[src/design/ordered_key_set_engine_assert.svh]
// Assertion macros used by the set engine datapath
`ifndef ORDERED_KEY_SET_ENGINE_ASSERT_SVH
`define ORDERED_KEY_SET_ENGINE_ASSERT_SVH

// Check that a condition holds on every rising clock edge outside reset
`define OKS_ASSERT(label, clk, rst, cond, msg) \
  label: assert property (@(posedge clk) disable iff (rst) (cond)) else $error(msg);

// Check that an antecedent implies a consequent on the next edge
`define OKS_ASSERT_NEXT(label, clk, rst, ante, cons, msg) \
  label: assert property (@(posedge clk) disable iff (rst) (ante) |=> (cons)) else $error(msg);

`endif

[src/design/okse_pkg.sv]
`default_nettype none
package okse_pkg;

  localparam int Capacity = 256;
  localparam int AddrW = $clog2(Capacity);
  localparam int CountW = $clog2(Capacity + 1);

  typedef enum logic [2:0] {
    OP_INSERT = 3'd0,
    OP_DELETE = 3'd1,
    OP_EXISTS = 3'd2,
    OP_PRED   = 3'd3,
    OP_SUCC   = 3'd4
  } op_t;

  typedef enum logic [1:0] {
    ST_DONE  = 2'd0,
    ST_FOUND = 2'd1,
    ST_NONE  = 2'd2,
    ST_FULL  = 2'd3
  } status_t;

  typedef enum logic [2:0] {
    S_IDLE,
    S_SEARCH,
    S_FETCH,
    S_WAIT,
    S_SHIFT,
    S_REPLY
  } state_t;

  typedef struct packed {
    logic load;
    logic search;
    logic fetch;
    logic decide;
    logic shift_step;
  } cmd_t;

  typedef struct packed {
    logic search_done;
    logic shift_done;
  } sts_t;

  typedef struct packed {
    logic [2:0] operation;
    logic signed [31:0] key;
  } req_t;

  typedef struct packed {
    logic [1:0] status;
    logic signed [31:0] value;
    logic [8:0] stored_count;
  } rsp_t;

endpackage
`default_nettype wire

[src/design/okse_ctrl.sv]
`default_nettype none
module okse_ctrl (
  input  wire logic clk,
  input  wire logic rst,
  input  wire logic in_fire,
  input  wire logic out_fire,
  input  wire logic need_shift,
  input  wire okse_pkg::sts_t sts,
  output okse_pkg::cmd_t cmd,
  output logic busy,
  output logic out_valid
);

  okse_pkg::state_t state, state_next;

  always_ff @(posedge clk) begin
    if (rst) state <= okse_pkg::S_IDLE;
    else state <= state_next;
  end

  always_comb begin
    state_next = state;
    unique case (state)
      okse_pkg::S_IDLE: if (in_fire) state_next = okse_pkg::S_SEARCH;
      okse_pkg::S_SEARCH: if (sts.search_done) state_next = okse_pkg::S_FETCH;
      okse_pkg::S_FETCH: state_next = okse_pkg::S_WAIT;
      okse_pkg::S_WAIT: state_next = need_shift ? okse_pkg::S_SHIFT : okse_pkg::S_REPLY;
      okse_pkg::S_SHIFT: if (sts.shift_done) state_next = okse_pkg::S_REPLY;
      okse_pkg::S_REPLY: if (out_fire) state_next = okse_pkg::S_IDLE;
      default: state_next = okse_pkg::S_IDLE;
    endcase
  end

  always_comb begin
    cmd = '0;
    busy = 1'b1;
    out_valid = 1'b0;
    unique case (state)
      okse_pkg::S_IDLE: begin
        busy = 1'b0;
        cmd.load = in_fire;
      end
      okse_pkg::S_SEARCH: cmd.search = 1'b1;
      okse_pkg::S_FETCH: cmd.fetch = 1'b1;
      okse_pkg::S_WAIT: cmd.decide = 1'b1;
      okse_pkg::S_SHIFT: cmd.shift_step = 1'b1;
      okse_pkg::S_REPLY: out_valid = 1'b1;
      default: busy = 1'b1;
    endcase
  end

endmodule
`default_nettype wire

[config.mk]
export PLATFORM = sky130hd
export DESIGN_NAME = okse_ctrl
export DESIGN_NICKNAME = d
export VERILOG_FILES = /design/src/design/ordered_key_set_engine_assert.svh /design/src/design/okse_pkg.sv /design/src/design/okse_ctrl.sv
export SDC_FILE = /design/constraint.sdc
export NUM_CORES = 1
export LEC_CHECK = 0
export ABC_AREA = 1
export BUFFER_PORTS_ARGS = -buffer_cell sky130_fd_sc_hd__buf_2
export CAP_MARGIN = 20
export CELL_PAD_IN_SITES_DETAIL_PLACEMENT = 1
export CELL_PAD_IN_SITES_GLOBAL_PLACEMENT = 1
export CORE_AREA = 2 2 39 41
export CTS_BUF_LIST = sky130_fd_sc_hd__clkbuf_4 sky130_fd_sc_hd__clkbuf_8
export CTS_CLUSTER_SIZE = 12
export DETAILED_ROUTE_END_ITERATION = 10
export DIE_AREA = 0 0 41 43
export PLACE_DENSITY_LB_ADDON = 0.1
export SLEW_MARGIN = 10
export SYNTH_ARGS = -nofsm -noshare
export SYNTH_HDL_FRONTEND = slang
export SYNTH_SLANG_ARGS = --single-unit
[constraint.sdc]
create_clock -name clk -period 1.65 [get_ports clk]
set_input_delay 0.0825 -clock clk [delete_from_list [all_inputs] [get_ports clk]]
set_output_delay 0.0825 -clock clk [all_outputs]
set_load 0.005 [all_outputs]
==> impl_metrics.env <==
export IMPL_routed_wirelength_um=747
export IMPL_setup_worst_path_end_class="output port"
export IMPL_max_clock_path_buffers=2
export IMPL_syn_area_um2=282
export IMPL_status="finished, final reports clean"
export IMPL_drt_wirelength_per_cell_um=9.58
export IMPL_total_area_of_multi_input_combinational_cells_um2=176
export IMPL_timing_final_crit_period_ns=1.27
export IMPL_drt_iter0_drc=4
export IMPL_worst_ir_drop_vdd_uv=687
export IMPL_ys_types=17
export IMPL_cts_htree_levels=1
export IMPL_biggestRegsByFlops="state: 3 flops"
export IMPL_clock_latency_ns=0.23
export IMPL_dp_hpwl_um=625
export IMPL_cts_repair_timing_setup_buffer_count=0
export IMPL_hold_violations=0
export IMPL_grt_max_degree=9
export IMPL_max_cap_viols=0
export IMPL_chipHeight_um=43
export IMPL_fmax_ghz=0.785
export IMPL_tritoncts_num_buffers=3
export IMPL_antenna_found_initial=0
export IMPL_min_delay_path_depth=2
export IMPL_final_design_area_no_fill_um2=385
export IMPL_groute_usage_overall=0.106
export IMPL_worst_r2r_cell_count=7
export IMPL_initial_core_util=0.203
export IMPL_layout_cells_most_common_list="buf_2 (13), nor2_1 (11), nand2_1 (6)"
export IMPL_flop_to_flop_setup_slack_ns=0.42
export IMPL_max_slew_margin=0.796
export IMPL_nets=70
export IMPL_worstPathMaxFanout=8
export IMPL_row_count=14
export IMPL_timing_setup_tns_ns=0
export IMPL_p_leak_nw=0.222
export IMPL_detailroute_via_count=330
export IMPL_worst_setup_path_start_kind="flop"
export IMPL_post_route_drc_count=0
export IMPL_critical_path_slowest_cell="dfxtp_1"
export IMPL_arrival_ns=1.19
export IMPL_drtPass1Iterations=4
export IMPL_measured_slew_at_the_worst_slew_check_pin_ns=0.306
export IMPL_gp_congestion=0.727
export IMPL_largest_register_ff_count=3
export IMPL_crit_chain="inv_2, nor2_1, nand2_1, inv_1, buf_2"
export IMPL_min_path_type="primary input to flop"
export IMPL_yosys_warnings=0
export IMPL_grt_overflow_total=0
export IMPL_power_density_nw_per_um2=1850
export IMPL_final_setup_vio_count=0
export IMPL_die_w_um=41
export IMPL_final_common_cell="buf_2"
export IMPL_finalPower_uw=712
export IMPL_buffer_ports_inserted=13
export IMPL_layout_area_overhead_vs_synth_pct=36.9
export IMPL_seq_area_um2=60.1
export IMPL_clkTransAtPathRegs_ns=0.03
export IMPL_hold_end="state[1]"
export IMPL_max_flop_register="state"
export IMPL_io_pins=14
export IMPL_cts_tree="done"
export IMPL_grt_pass1_vias=310
export IMPL_detail_route_antenna_nets=0
export IMPL_syn_num_nets=53
export IMPL_hold_path_startpoint="rst"
export IMPL_unrepaired_setup_endpoints_after_global_routing="false"
export IMPL_finalCoreUtilization=0.278
export IMPL_cts_root_buffer="clkbuf_4"
export IMPL_cell_area_reported_after_detailed_placement_um2=355
export IMPL_synthCells=46
export IMPL_cts_sinks=3
export IMPL_viasPerCell=4.23
export IMPL_yosysSeqAreaShare=0.213
export IMPL_critical_path_reg2reg_startpoint="state[0]"
export IMPL_finClkSkew_ns=0.000724
export IMPL_ys_seq_elements=3
export IMPL_cts_repair_resize_count=0
export IMPL_proportion_of_layout_cells_with_a_drive_suffix_above_1=0.452
export IMPL_timing_final_max_slew_violations=0
export IMPL_grt_first_pass_wirelength_um=1220
export IMPL_crit_type="flop to output port"
export IMPL_fillCellCount=191
export IMPL_worst_r2r_endpoint="state[0]"
export IMPL_crit_required_ns=1.57
export IMPL_post_route_period_util=0.772
export IMPL_antenna_cells_inserted=0
export IMPL_syn_avg_cell_area_um2=6.12
export IMPL_cts_hold_fix_buffers=0
export IMPL_core_um2=1380
export IMPL_critical_path_max_stage_delay_ns=0.49
export IMPL_dieArea_um2=1760
how the worst max path moves through the flow:
| stage | depth (start not counted) | start | slack (ns) | end |
|---|---|---|---|---|
| 6_report | 5 | state[0] | 0.38 | cmd[3] |
| 5_1_grt | 5 | state[0] | 0.28 | cmd[3] |
| 2_1_floorplan | 7 | state[2] | 0.61 | state[2] |
| 4_1_cts | 5 | state[0] | 0.36 | cmd[3] |
| 3_5_place_dp | 7 | state[0] | 0.43 | state[0] |
| 3_3_place_gp | 7 | state[0] | 0.41 | state[2] |
final cells by class:
class | instances | area share
Clock buffer | 4 | 0.0779
Sequential cell | 3 | 0.156
Tap cell | 16 | 0.0519
Timing Repair Buffer | 13 | 0.169
Multi-Input combinational cell | 33 | 0.458
Inverter | 9 | 0.0877
cell usage after synthesis:
cell type	count	area (um2)
nand2_1	6	22.5
nand2_2	1	6.26
nand3_1	4	20.0
nor2_4	1	11.3
o21ai_0	1	5.00
inv_1	5	18.8
nor3_1	1	5.00
buf_6	1	11.3
nor3_2	2	20.0
dfxtp_1	3	60.1
nand3_2	1	10.0
o21ai_2	1	8.76
nor2_1	11	41.3
nand3b_1	2	15.0
inv_2	4	15.0
nor2_2	1	6.26
o21ai_1	1	5.00
layer usage:
metal	GRT usage	part of all wire	up-vias
met5	0	0	-
met4	0.100	0.012	0
met3	0.0157	0.025	2
met2	0.141	0.50	5
met1	0.137	0.46	146
li1	-	-	177
power breakdown:
group	internal (mW)	leakage, nW	total [mW]	switching, mW
clock	0.107	0.0184	0.143	0.0360
combinational	0.160	0.179	0.400	0.239
sequential	0.104	0.0248	0.169	0.0657
total	0.371	0.222	0.712	0.341
critical path: cells and delay by family, from the launching register on:
| kind | cells | cell delay (ns) |
|---|---|---|
| buf+inv | 3 | 0.25 |
| simple gates | 2 | 0.23 |
| flops | 1 | 0.49 |
kinds of logic after synthesis:
logic type / synth area share
buffers and inverters: 0.160
DFF: 0.213
AOI/OAI and AO/OA: 0.0666
and+or+nand+nor: 0.560
stage by stage:
step | std cells | setup WS [ns] | hold slack (ns)
global route | 78 | 0.277 | 0.0378
finish | 78 | 0.377 | 0.0292
floorplan | 46 | 0.608 | 0.155
global placement | 74 | 0.415 | 0.270
detailed placement | 74 | 0.429 | 0.267
CTS | 78 | 0.355 | 0.0203
(Power assumes the default switching activity.)
